File: src/hw/rtl/rcfs_pkg.sv
// Shared types and constants for the receiver frame decoder.
// Holds frame codes, fixed-point map coefficients and the stage struct.
// No dependencies.
package rcfs_pkg;

  localparam int FRAME_BYTES = 16;
  localparam int CNT_W       = 5;
  localparam int CH_W        = 11;
  localparam int REF_W       = 21;
  localparam int SLOPE_W     = 27;
  localparam int DELTA_W     = 12;
  localparam int PROD_W      = DELTA_W + SLOPE_W;
  localparam int SUM_W       = 24;
  localparam int HOLD_W      = 64;
  localparam int TDATA_W     = 96;

  localparam logic [7:0] TYPE_ATT  = 8'h54;
  localparam logic [7:0] TYPE_YAW  = 8'h5C;
  localparam logic [7:0] SYNC_HEAD = 8'h00;
  localparam logic [7:0] SYNC_TAIL = 8'hFF;
  localparam logic [7:0] CH_HI_MASK = 8'h07;

  localparam logic KIND_ATT = 1'b0;
  localparam logic KIND_YAW = 1'b1;

  localparam logic signed [DELTA_W-1:0] CH_LOW = 12'sd343;
  localparam logic signed [PROD_W-1:0]  ROUND_HALF = 39'sd32768;
  localparam logic signed [SUM_W-1:0]   OUT_MAX = 24'sd1048575;
  localparam logic signed [SUM_W-1:0]   OUT_MIN = -24'sd1048576;

  // Coefficients worked out exactly at elaboration: round(a * 2^s / b), ties up.
  localparam logic [127:0] UNIT = 128'd100000000000;
  localparam logic [127:0] DEG  = 128'd1745329252;
  localparam logic [127:0] SPAN = 128'd1362;

  localparam logic [127:0] ROLL_BASE_Q  = (((20 * DEG) << 17) + UNIT) / (2 * UNIT);
  localparam logic [127:0] THR_BASE_Q   = (((2 * UNIT) << 17) + UNIT) / (2 * UNIT);
  localparam logic [127:0] YAW_BASE_Q   = (((180 * DEG) << 17) + UNIT) / (2 * UNIT);
  localparam logic [127:0] ROLL_SLOPE_Q =
    (((40 * DEG) << 33) + UNIT * SPAN) / (2 * UNIT * SPAN);
  localparam logic [127:0] THR_SLOPE_Q  =
    (((8 * UNIT) << 33) + UNIT * SPAN) / (2 * UNIT * SPAN);
  localparam logic [127:0] YAW_SLOPE_Q  =
    (((360 * DEG) << 33) + UNIT * SPAN) / (2 * UNIT * SPAN);

  localparam logic signed [REF_W-1:0]   ROLL_BASE  = REF_W'(ROLL_BASE_Q);
  localparam logic signed [REF_W-1:0]   THR_BASE   = REF_W'(THR_BASE_Q);
  localparam logic signed [REF_W-1:0]   YAW_BASE   = REF_W'(YAW_BASE_Q);
  // Roll, pitch and yaw fall across the stick range: negative slopes.
  localparam logic signed [SLOPE_W-1:0] ROLL_SLOPE = SLOPE_W'(128'd0 - ROLL_SLOPE_Q);
  localparam logic signed [SLOPE_W-1:0] THR_SLOPE  = SLOPE_W'(THR_SLOPE_Q);
  localparam logic signed [SLOPE_W-1:0] YAW_SLOPE  = SLOPE_W'(128'd0 - YAW_SLOPE_Q);

  typedef struct packed {
    logic            valid;
    logic            kind;
    logic [CH_W-1:0] ch_a;
    logic [CH_W-1:0] ch_b;
    logic [CH_W-1:0] ch_c;
  } frame_t;

endpackage

File: src/hw/rtl/rcfs_window.sv
// Byte window, byte counter and frame sync detection.
// Flags a frame of known type on the beat of its closing byte.
// Depends on rcfs_pkg.
module rcfs_window
  import rcfs_pkg::*;
(
  input  logic       clk,
  input  logic       rst,
  input  logic       accept,
  input  logic [7:0] rx_byte,
  output frame_t     frame
);

  // Newest FRAME_BYTES-1 bytes; win[FRAME_BYTES-2] is the newest.
  logic [7:0]       win [FRAME_BYTES-1];
  logic [CNT_W-1:0] count;
  logic [CNT_W-1:0] count_inc;
  logic [CNT_W-1:0] count_next;
  logic             sync;
  logic [7:0]       type_code;

  assign count_inc = (count < CNT_W'(FRAME_BYTES)) ? count + CNT_W'(1) : count;

  // Window after this beat: entry k is win[k], entry FRAME_BYTES-1 is rx_byte.
  assign sync = (count_inc == CNT_W'(FRAME_BYTES)) &&
                (win[0] == SYNC_HEAD) && (win[1] == SYNC_HEAD) &&
                (win[FRAME_BYTES-2] == SYNC_TAIL) && (rx_byte == SYNC_TAIL);
  assign count_next = sync ? '0 : count_inc;
  assign type_code = win[12];

  always_comb begin
    frame.valid = accept && sync &&
                  ((type_code == TYPE_ATT) || (type_code == TYPE_YAW));
    frame.kind  = (type_code == TYPE_YAW) ? KIND_YAW : KIND_ATT;
    frame.ch_a  = {win[2][2:0] & CH_HI_MASK[2:0], win[3]};
    frame.ch_b  = {win[4][2:0] & CH_HI_MASK[2:0], win[5]};
    frame.ch_c  = {win[6][2:0] & CH_HI_MASK[2:0], win[7]};
  end

  always_ff @(posedge clk) begin
    if (rst) begin
      count <= '0;
      for (int i = 0; i < FRAME_BYTES - 1; i++) begin
        win[i] <= '0;
      end
    end else if (accept) begin
      count <= count_next;
      for (int i = 0; i < FRAME_BYTES - 2; i++) begin
        win[i] <= win[i+1];
      end
      win[FRAME_BYTES-2] <= rx_byte;
    end
  end

  a_sync_clears_count: assert property (@(posedge clk) disable iff (rst)
    (accept && sync) |=> (count == '0))
    else $error("byte count not cleared after frame");

  a_frame_needs_full_window: assert property (@(posedge clk) disable iff (rst)
    frame.valid |-> (count >= CNT_W'(FRAME_BYTES - 1)))
    else $error("frame flagged before a full window");

  a_count_bounded: assert property (@(posedge clk) disable iff (rst)
    count <= CNT_W'(FRAME_BYTES))
    else $error("byte count past window size");

endmodule

File: src/hw/rtl/rcfs_map.sv
// Linear channel map: product stage, then round, offset and saturate.
// Product register advances with the decoder pipeline.
// Depends on rcfs_pkg.
module rcfs_map
  import rcfs_pkg::*;
(
  input  logic                      clk,
  input  logic                      adv,
  input  logic [CH_W-1:0]           chan,
  input  logic signed [SLOPE_W-1:0] slope,
  input  logic signed [REF_W-1:0]   base,
  output logic signed [REF_W-1:0]   map_out
);

  logic signed [DELTA_W-1:0]  delta;
  logic signed [PROD_W-1:0]   prod;
  logic signed [PROD_W-1:0]   rsum;
  logic signed [PROD_W-17:0]  quot;
  logic signed [SUM_W-1:0]    total;

  assign delta = $signed({1'b0, chan}) - CH_LOW;

  always_ff @(posedge clk) begin
    if (adv) begin
      prod <= delta * slope;
    end
  end

  // Round to Q16: add half, floor by arithmetic shift.
  assign rsum  = prod + ROUND_HALF;
  assign quot  = $signed(rsum[PROD_W-1:16]);
  assign total = SUM_W'(quot) + SUM_W'(base);

  always_comb begin
    if (total > OUT_MAX) begin
      map_out = REF_W'(OUT_MAX);
    end else if (total < OUT_MIN) begin
      map_out = REF_W'(OUT_MIN);
    end else begin
      map_out = REF_W'(total);
    end
  end

endmodule

File: src/hw/rtl/rcfs_hold_mem.sv
// Two-entry hold memory: one word per frame kind, registered read.
// Entries read as zero until first written.
// Depends on rcfs_pkg.
module rcfs_hold_mem
  import rcfs_pkg::*;
(
  input  logic              clk,
  input  logic              rst,
  input  logic              rd_en,
  input  logic              rd_addr,
  input  logic              wr_en,
  input  logic              wr_addr,
  input  logic [HOLD_W-1:0] wr_data,
  output logic [HOLD_W-1:0] rd_data
);

  logic [HOLD_W-1:0] mem [2];
  logic [1:0]        filled;

  always_ff @(posedge clk) begin
    if (wr_en) begin
      mem[wr_addr] <= wr_data;
    end
  end

  always_ff @(posedge clk) begin
    if (rst) begin
      filled <= '0;
    end else if (wr_en) begin
      filled[wr_addr] <= 1'b1;
    end
  end

  always_ff @(posedge clk) begin
    if (rd_en) begin
      rd_data <= filled[rd_addr] ? mem[rd_addr] : '0;
    end
  end

endmodule

File: src/hw/rtl/rc_frame_sync_channel_map_top.sv
// Receiver frame decoder top level: window, channel maps, hold memory, output.
// Depends on rcfs_pkg, rcfs_window, rcfs_map, rcfs_hold_mem.
//
// One receiver byte is taken per clock cycle on s_axis. A 16-byte frame with
// 0x00 0x00 head and 0xFF 0xFF tail, type 0x54 or 0x5C, yields one result
// beat on m_axis via s1, s2 and the output register; other bytes yield
// nothing. Each result carries all held references (roll, pitch, throttle,
// yaw in signed Q4.16) and the raw toggle channel; tuser flags which frame
// kind was updated. The path is: detect in the byte window, multiply in the
// three channel maps while the hold memory reads the word of the other kind,
// then round, saturate and write back. s_axis_tready drops only while a
// result waits in the output register and the next one is ready to leave.
module rc_frame_sync_channel_map_top
  import rcfs_pkg::*;
(
  input  logic               clk,
  input  logic               rst,
  input  logic               s_axis_tvalid,
  output logic               s_axis_tready,
  input  logic [7:0]         s_axis_tdata,   // rx_byte[7:0]
  output logic               m_axis_tvalid,
  input  logic               m_axis_tready,
  // roll_ref[20:0], pitch_ref[41:21], throttle_ref[62:42], yaw_ref[83:63],
  // toggle_value[94:84], zero pad[95]
  output logic [TDATA_W-1:0] m_axis_tdata,
  output logic [0:0]         m_axis_tuser    // frame_kind[0]
);

  frame_t det;
  frame_t s1;
  frame_t s2;

  logic accept;
  logic s2_stall;
  logic adv;
  logic s2_fire;

  logic signed [REF_W-1:0]   map_a;
  logic signed [REF_W-1:0]   map_b;
  logic signed [REF_W-1:0]   map_c;
  logic signed [SLOPE_W-1:0] slope_c;
  logic signed [REF_W-1:0]   base_c;

  logic [HOLD_W-1:0] rd_word;
  logic [HOLD_W-1:0] wr_word;

  logic [REF_W-1:0] roll_next;
  logic [REF_W-1:0] pitch_next;
  logic [REF_W-1:0] throttle_next;
  logic [REF_W-1:0] yaw_next;
  logic [CH_W-1:0]  toggle_next;

  logic             out_valid;
  logic             out_kind;
  logic [REF_W-1:0] out_roll;
  logic [REF_W-1:0] out_pitch;
  logic [REF_W-1:0] out_throttle;
  logic [REF_W-1:0] out_yaw;
  logic [CH_W-1:0]  out_toggle;

  assign s2_stall      = s2.valid && out_valid && !m_axis_tready;
  assign adv           = !s2_stall;
  assign s_axis_tready = adv;
  assign accept        = s_axis_tvalid && s_axis_tready;
  assign s2_fire       = s2.valid && !s2_stall;

  rcfs_window u_window (
    .clk     (clk),
    .rst     (rst),
    .accept  (accept),
    .rx_byte (s_axis_tdata),
    .frame   (det)
  );

  always_ff @(posedge clk) begin
    if (rst) begin
      s1.valid <= 1'b0;
      s2.valid <= 1'b0;
    end else if (adv) begin
      s1 <= det;
      s2 <= s1;
    end
  end

  // Slope follows the frame in stage one, offset the frame in stage two.
  assign slope_c = (s1.kind == KIND_YAW) ? YAW_SLOPE : ROLL_SLOPE;
  assign base_c  = (s2.kind == KIND_YAW) ? YAW_BASE : ROLL_BASE;

  rcfs_map u_map_a (
    .clk (clk), .adv (adv), .chan (s1.ch_a),
    .slope (ROLL_SLOPE), .base (ROLL_BASE), .map_out (map_a)
  );

  rcfs_map u_map_b (
    .clk (clk), .adv (adv), .chan (s1.ch_b),
    .slope (THR_SLOPE), .base (THR_BASE), .map_out (map_b)
  );

  rcfs_map u_map_c (
    .clk (clk), .adv (adv), .chan (s1.ch_c),
    .slope (slope_c), .base (base_c), .map_out (map_c)
  );

  // Read the word of the other kind; frames are a full window apart, so a
  // read never meets a write to the same entry in flight.
  rcfs_hold_mem u_hold (
    .clk     (clk),
    .rst     (rst),
    .rd_en   (adv),
    .rd_addr (~s1.kind),
    .wr_en   (s2_fire),
    .wr_addr (s2.kind),
    .wr_data (wr_word),
    .rd_data (rd_word)
  );

  always_comb begin
    roll_next     = rd_word[REF_W-1:0];
    pitch_next    = rd_word[2*REF_W-1:REF_W];
    throttle_next = rd_word[3*REF_W-1:2*REF_W];
    yaw_next      = rd_word[REF_W-1:0];
    toggle_next   = rd_word[REF_W+CH_W-1:REF_W];
    wr_word       = '0;
    case (s2.kind)
      KIND_ATT: begin
        roll_next     = map_a;
        throttle_next = map_b;
        pitch_next    = map_c;
        wr_word       = HOLD_W'({throttle_next, pitch_next, roll_next});
      end
      KIND_YAW: begin
        roll_next     = rd_word[REF_W-1:0];
        yaw_next      = map_c;
        toggle_next   = s2.ch_a;
        wr_word       = HOLD_W'({toggle_next, yaw_next});
      end
      default: begin
        wr_word = '0;
      end
    endcase
  end

  always_ff @(posedge clk) begin
    if (rst) begin
      out_valid <= 1'b0;
    end else if (s2_fire) begin
      out_valid <= 1'b1;
    end else if (m_axis_tready) begin
      out_valid <= 1'b0;
    end
  end

  always_ff @(posedge clk) begin
    if (s2_fire) begin
      out_kind     <= s2.kind;
      out_roll     <= roll_next;
      out_pitch    <= pitch_next;
      out_throttle <= throttle_next;
      out_yaw      <= yaw_next;
      out_toggle   <= toggle_next;
    end
  end

  assign m_axis_tvalid = out_valid;
  assign m_axis_tuser  = out_kind;
  assign m_axis_tdata  = {1'b0, out_toggle, out_yaw, out_throttle, out_pitch, out_roll};

  a_one_frame_in_flight: assert property (@(posedge clk) disable iff (rst)
    !(s1.valid && s2.valid))
    else $error("two frames in the map pipeline");

  a_stall_holds_stage: assert property (@(posedge clk) disable iff (rst)
    s2_stall |=> (s2.valid && $stable(s2)))
    else $error("stage two lost its frame during a stall");

  a_fire_loads_output: assert property (@(posedge clk) disable iff (rst)
    s2_fire |=> m_axis_tvalid)
    else $error("result not presented after leaving stage two");

endmodule
File: config.mk
export PLATFORM = sky130hd
export DESIGN_NAME = rc_frame_sync_channel_map_top
export DESIGN_NICKNAME = d
export VERILOG_FILES = /design/src/hw/rtl/rcfs_pkg.sv /design/src/hw/rtl/rcfs_window.sv /design/src/hw/rtl/rcfs_map.sv /design/src/hw/rtl/rcfs_hold_mem.sv /design/src/hw/rtl/rc_frame_sync_channel_map_top.sv
export SDC_FILE = /design/constraint.sdc
export NUM_CORES = 2
export LEC_CHECK = 0
export BUFFER_PORTS_ARGS = -buffer_cell sky130_fd_sc_hd__buf_2
export CAP_MARGIN = 20
export CORE_MARGIN = 1
export CORE_UTILIZATION = 59
export DETAILED_ROUTE_END_ITERATION = 6
export PLACE_DENSITY = 0.83
export SYNTH_ARGS = -nofsm -noshare
export SYNTH_HDL_FRONTEND = slang
export SYNTH_SLANG_ARGS = --single-unit
File: constraint.sdc
create_clock -name clk -period 25.9 [get_ports clk]
set_input_delay 5.18 -clock clk [delete_from_list [all_inputs] [get_ports clk]]
set_output_delay 5.18 -clock clk [all_outputs]
set_load 0.005 [all_outputs]
======== Word-level counts from Yosys, hierarchy flattened ========
Memories as Yosys holds them, arrays and structs flattened. A register that Yosys moved wholly into a read port is not among the register bits.
Cells that the tools add are included.
operators by class
  $add $sub $neg .......................... 10
  $mul .................................... 3
  magnitude comparators ................... 10
  equality and inequality tests ........... 5
  mux-type cells .......................... 45
  bitwise gates (word level) .............. 20
  reduce and logical (&&, ||, !) cells .... 20
operators with widths
  operator                                                                         count
  21-bit 2-to-1 mux                                                                9
  64-bit one-hot mux with 2 select lines                                           1
  8-bit 2-to-1 mux                                                                 15
  39-bit by 17-bit adder with 39-bit output (second input constant)                3
  24-bit by 21-bit > comparator with 1-bit output (second input constant)          3
  24-bit by 21-bit less-than comparator with 1-bit output (second input constant)  3
  21-bit one-hot mux with 2 select lines                                           1
  12-bit by 26-bit multiplier with 38-bit output                                   1
  12-bit by 25-bit multiplier with 37-bit output (second input constant)           1
  11-bit by 9-bit subtractor with 12-bit output (second input constant)            3
  12-bit by 23-bit multiplier with 35-bit output (second input constant)           1
  25-bit 2-to-1 mux                                                                1
  23-bit by 16-bit adder with 24-bit output (second input constant)                1
  23-bit by 19-bit adder with 24-bit output                                        1
  23-bit by 19-bit adder with 24-bit output (second input constant)                1
  18-bit 2-to-1 mux                                                                1
  8-bit by 7-bit == test with 1-bit output (second input constant)                 2
  8-bit == test (second input constant)                                            2
  8-bit zero test                                                                  2
  1-bit bitwise OR                                                                 15
  1-bit 2-to-1 mux                                                                 13
  1-bit logical AND                                                                11
  11-bit 2-to-1 mux                                                                1
  5-bit 2-to-1 mux                                                                 2
  other kinds (12)                                                                 19
storage, ports and cells
  register bits after elaboration ......... 268
  memory bits (writable) .................. 248
  bits of input ports ..................... 12
  output and inout bits ................... 99
  word-level logic and storage cells ...... 135
  memories kept ........................... 2
memory list
  memory        words  bits a word  rd ports  clocked after memory_dff  wr ports  RTL line             source
  u_hold.mem    2      64           1         1                         1         rcfs_hold_mem.sv:17  logic [HOLD_W-1:0] mem [2];
  u_window.win  15     8            15        0                         15        rcfs_window.sv:15    logic [7:0] win [FRAME_BYTES-1];

======== Depth between registers and ports, before layout ========
  depth in word-level cells ............... 9
  gate-level depth with buffers ........... 33
  mapped depth without buffers ............ 32

======== Hierarchy ========
A second synthesis with hierarchy kept.
unflattened totals
  cell total of the unflattened synthesis .. 5562
  area total of the unflattened synthesis .. 56808.2 sq um
modules (own cells, without submodules)
  module                         times used  cells each  area an instance (sq um)
  rcfs_map (u_map_a)             1           1511        13252.7
  rcfs_map (u_map_b)             1           1506        13153.9
  rcfs_map (u_map_c)             1           1493        12981.2
  rcfs_hold_mem                  1           281         6543.8
  rc_frame_sync_channel_map_top  1           437         5850.6
  rcfs_window                    1           334         5026.1

======== Worst setup path after synthesis ========
No wires, ideal clock.
  path type ............................... input to output
  start point ............................. input port m_axis_tready
  end point ............................... output port s_axis_tready
  arrival time ............................ 7.964 ns
  path slack .............................. 12.756 ns
  stages .................................. 3
  buffers on the path ..................... 0
  cell sequence ........................... nor2b_1 > and2_1 > inv_1
on the way
  longest elaborated chain between the ends .. 3
RTL lines
  item                RTL line                             source
  start: declaration  rc_frame_sync_channel_map_top.sv:22  input logic m_axis_tready,
  1-bit zero test     rc_frame_sync_channel_map_top.sv:61  assign s2_stall = s2.valid && out_valid && !m_axis_tready;
  1-bit logical AND   rc_frame_sync_channel_map_top.sv:61
  1-bit zero test     rc_frame_sync_channel_map_top.sv:62  assign adv = !s2_stall;
  end: declaration    rc_frame_sync_channel_map_top.sv:19  output logic s_axis_tready,
No other way between the ends.

======== Worst setup path in the final report ========
Same ends and word-level chain as after synthesis.

==> summary.md <==
| Metric | Value |
|---|---|
| Status | finished with violations |
| Failing checks | DRC |
| Die width | 261.2 um |
| Pins Over Slew Limit | 0 |
| Synth Flop Type | edfxtp_1 |
| Reg-to-reg slack, setup | 16.51 ns |
| Syn Area/Cell | 11.51 um2 |
| Most frequent cells in the layout | inv_1, edfxtp_1, ha_1, fa_1, nor2_1 |
| Initial core utilization | 0.5997 |
| Register area share after synthesis | 0.3967 |
| Vias | 25.09k |
| Routability cong. | 0.9583 |
| CTS buffer count | 52 |
| Global route overflow | 0 |
| M1 GR Usage | 0.3375 |
| Skew-Pair Late Insertion Delay | 0.63 ns |
| Sum Neg Setup Slack | 0 ns |
| Hold path cells | 0 |
| # rows | 94 |
| # nets final | 4288 |
| WP data arrival | 6.29 ns |
| Most used routing layer | met2 |
| Req. time, crit path | 20.72 ns |
| Clock-pin slew on the worst setup and hold paths | 0.06 ns |
| Routed WL | 84450 um |
| Remaining DRCs | 18 |
| Largest net degree at the start of global routing | 81 |
| Slew margin rel. | 0.3252 |
| Total track usage | 0.2544 |
| Final Setup Violations | 0 |
| Met2 layer usage reported by global route | 0.4254 |
| Max Clk Rate | 0.08720 GHz |
| Hold WC Path Type | reg -> reg |
| Critical path depth | 5 |
| Most used cell, CP | buf_2 |
| DP HPWL | 64640 um |
| Mapped cell area | 39640 um2 |
| Post-synthesis cell count | 3445 |
| Global-route wire length before repair | 135200 um |
| Area grow syn2layout | 8.277% |
| CP endpoint kind | output pin |
| Initial DRC count | 2202 |
| R2R depth | 29 |
| Yosys cell types | 95 |
| First-pass DRT Iterations | 7 |
| Clock buffer depth | 3 |
| CTS sink cnt | 527 |
| CP Launch Type | primary input |
| Port bufs | 109 |
| Share of cells above drive strength 1 | 0.08189 |
| Max_cap viols | 0 |
| Die height | 261.2 um |
| Root buffer cell | clkbuf_16 |
| Post-CTS setup buffers | 0 |
| Post-CTS sizing | 0 |
| GR Util met3 | 0.04191 |
| Slew @ Worst Pin | 1.009 ns |
| Initial antenna violation count | 1 |
| Slowest-stage cell, CP | inv_6 |
| Critical path's top delay family | buffers and inverters |
| Fillers | 4837 |
| Ys async rst share | 0 |
| Core area | 66100 um2 |
| Hold Buf Count CTS | 0 |
| Hold Fails Final Rpt | 0 |
| I/O pin count | 111 |
| Ys Warns | 0 |
| ANT nets after route | 0 |
| Vias in the first global route | 25.62k |
| Unrepaired setup endpoints after global routing | no |
| Crit path time final | 11.47 ns |
| Inserted Diodes | 0 |
| DR vias/cell | 5.632 |
| Die footprint | 68220 um2 |
| Crit Path Max Fanout | 62 |
| Fin crit share | 0.4428 |
| H-tree depth reported by CTS | 2 |
| Clk_skew | 0.05986 ns |
| CP Class | in -> out |
| Yosys reg bits | 527 |
| EDFF count, synth | 517 |
| CTS tree | built |
| CP max stage delay | 0.45 ns |
| Worst path cell trace | buf_2 -> nor2b_1 -> and2_1 -> inv_6 -> buf_2 |
| CP bufs+invs | 3 |
| Most common cell after layout, fill and taps aside | inv_1 |
| Post-DR wirelength/cell | 18.96 um |
==> through the flow <==
step / worst slack [ns] / hold WS [ns] / utilization / cells / cell area [um2]
3_5_place_dp: 14.42 / 0.4255 / 0.6224 / 4356 / 41140
2_1_floorplan: 12.76 / 0.4174 / - / 3449 / 39650
3_3_place_gp: 14.44 / 0.4193 / 0.6224 / 4356 / 41140
5_1_grt: 14.36 / 0.4442 / 0.6493 / 4454 / 42920
6_report: 14.43 / 0.4375 / 0.6493 / 4454 / 42920
4_1_cts: 14.42 / 0.4394 / 0.6493 / 4454 / 42920
==> worst register-to-register path: cells and delay by family (launching register included) <==
family	cells	cell delay, ns
XOR/XNOR	1	0.18
AO/OA/AOI/OAI	10	2.63
buffers and inverters	6	0.69
adder cells (fa/ha/maj)	6	3.03
flip-flops	1	0.48
AND/OR/NAND/NOR	6	2.13
==> final timing paths <==
path,endpoint,startpoint
setup / recovery,s_axis_tready,m_axis_tready
hold / removal,s1[21]$_DFFE_PP_,u_window.win[4][2]$_SDFFCE_PN0P_
setup reg to reg,u_map_c.prod[36]$_DFFE_PN_,s1[1]$_DFFE_PP_
hold reg to reg,s1[21]$_DFFE_PP_,u_window.win[4][2]$_SDFFCE_PN0P_
==> metal layers <==
| metal | share of wire | wire [um] | vias to the layer above |
|---|---|---|---|
| li1 | - | - | 11710 |
| met4 | 0.037 | 3084 | 2 |
| met1 | 0.41 | 34580 | 12254 |
| met3 | 0.072 | 6109 | 177 |
| met5 | 0.00015 | 13 | - |
| met2 | 0.48 | 40670 | 942 |
==> cell usage after synthesis, types with 6 or more instances <==
library cell	instances	area, um2
a211oi_1	10	75.07
a21boi_0	7	52.55
a21o_1	32	240.2
a21oi_1	121	605.6
a221oi_2	10	150.1
a31oi_1	11	68.82
and2_1	109	681.9
and3_1	23	143.9
and4_1	8	70.07
buf_1	7	26.28
buf_2	17	85.08
buf_4	8	60.06
clkbuf_1	62	232.7
dfxtp_1	10	200.2
edfxtp_1	517	15520
fa_1	359	7187
ha_1	371	4642
inv_1	651	2444
mux2i_1	71	710.7
nand2_1	140	525.5
nand2b_1	22	137.6
nand3_1	59	295.3
nand4_1	23	143.9
nor2_1	206	773.2
nor2b_1	61	381.6
nor3_1	28	140.1
nor3b_1	7	52.55
nor4_1	11	68.82
o211ai_1	36	270.3
o21a_1	34	255.2
o21ai_0	80	400.4
o21ai_1	15	75.07
o21bai_1	9	67.56
or2_2	11	68.82
or3_1	6	37.54
xnor2_1	133	1165
xor2_1	55	481.7
==> cell type report <==
type	count	area, um2	area share
multi-input combinational	2175	21110	0.4919
sequential	527	15730	0.3664
inverter	651	2449	0.05705
clock buffer	67	1429	0.03329
tap	864	1081	0.02519
timing repair buffer	139	770.7	0.01796
clock inverter	31	352.8	0.008221
==> kinds of logic (layout without fill, tap and decap cells) <==
logic type	count (synthesis)	in the layout	share of synthesized area
muxes	75	75	0.01907
other	1	5	0.00009461
buffers and inverters	747	888	0.07241
AOI/OAI and AO/OA	432	432	0.07453
xor gates and xnor gates	190	190	0.04265
DFF	527	527	0.3967
and+or+nand+nor	743	743	0.09612
adders and majority gates	730	730	0.2984
==> sequential cells by signal, indices dropped and copies added, names as in the netlist, 23 cells and up <==
register,cells
u_map_b.prod,23
u_hold.mem,126
u_map_c.prod,23
s1,35
u_hold.rd_data,63
u_window.win,120
Power is left out: the tool's default activity adds up to more than one toggle a clock period on the data nets, which glitch-free logic cannot reach.
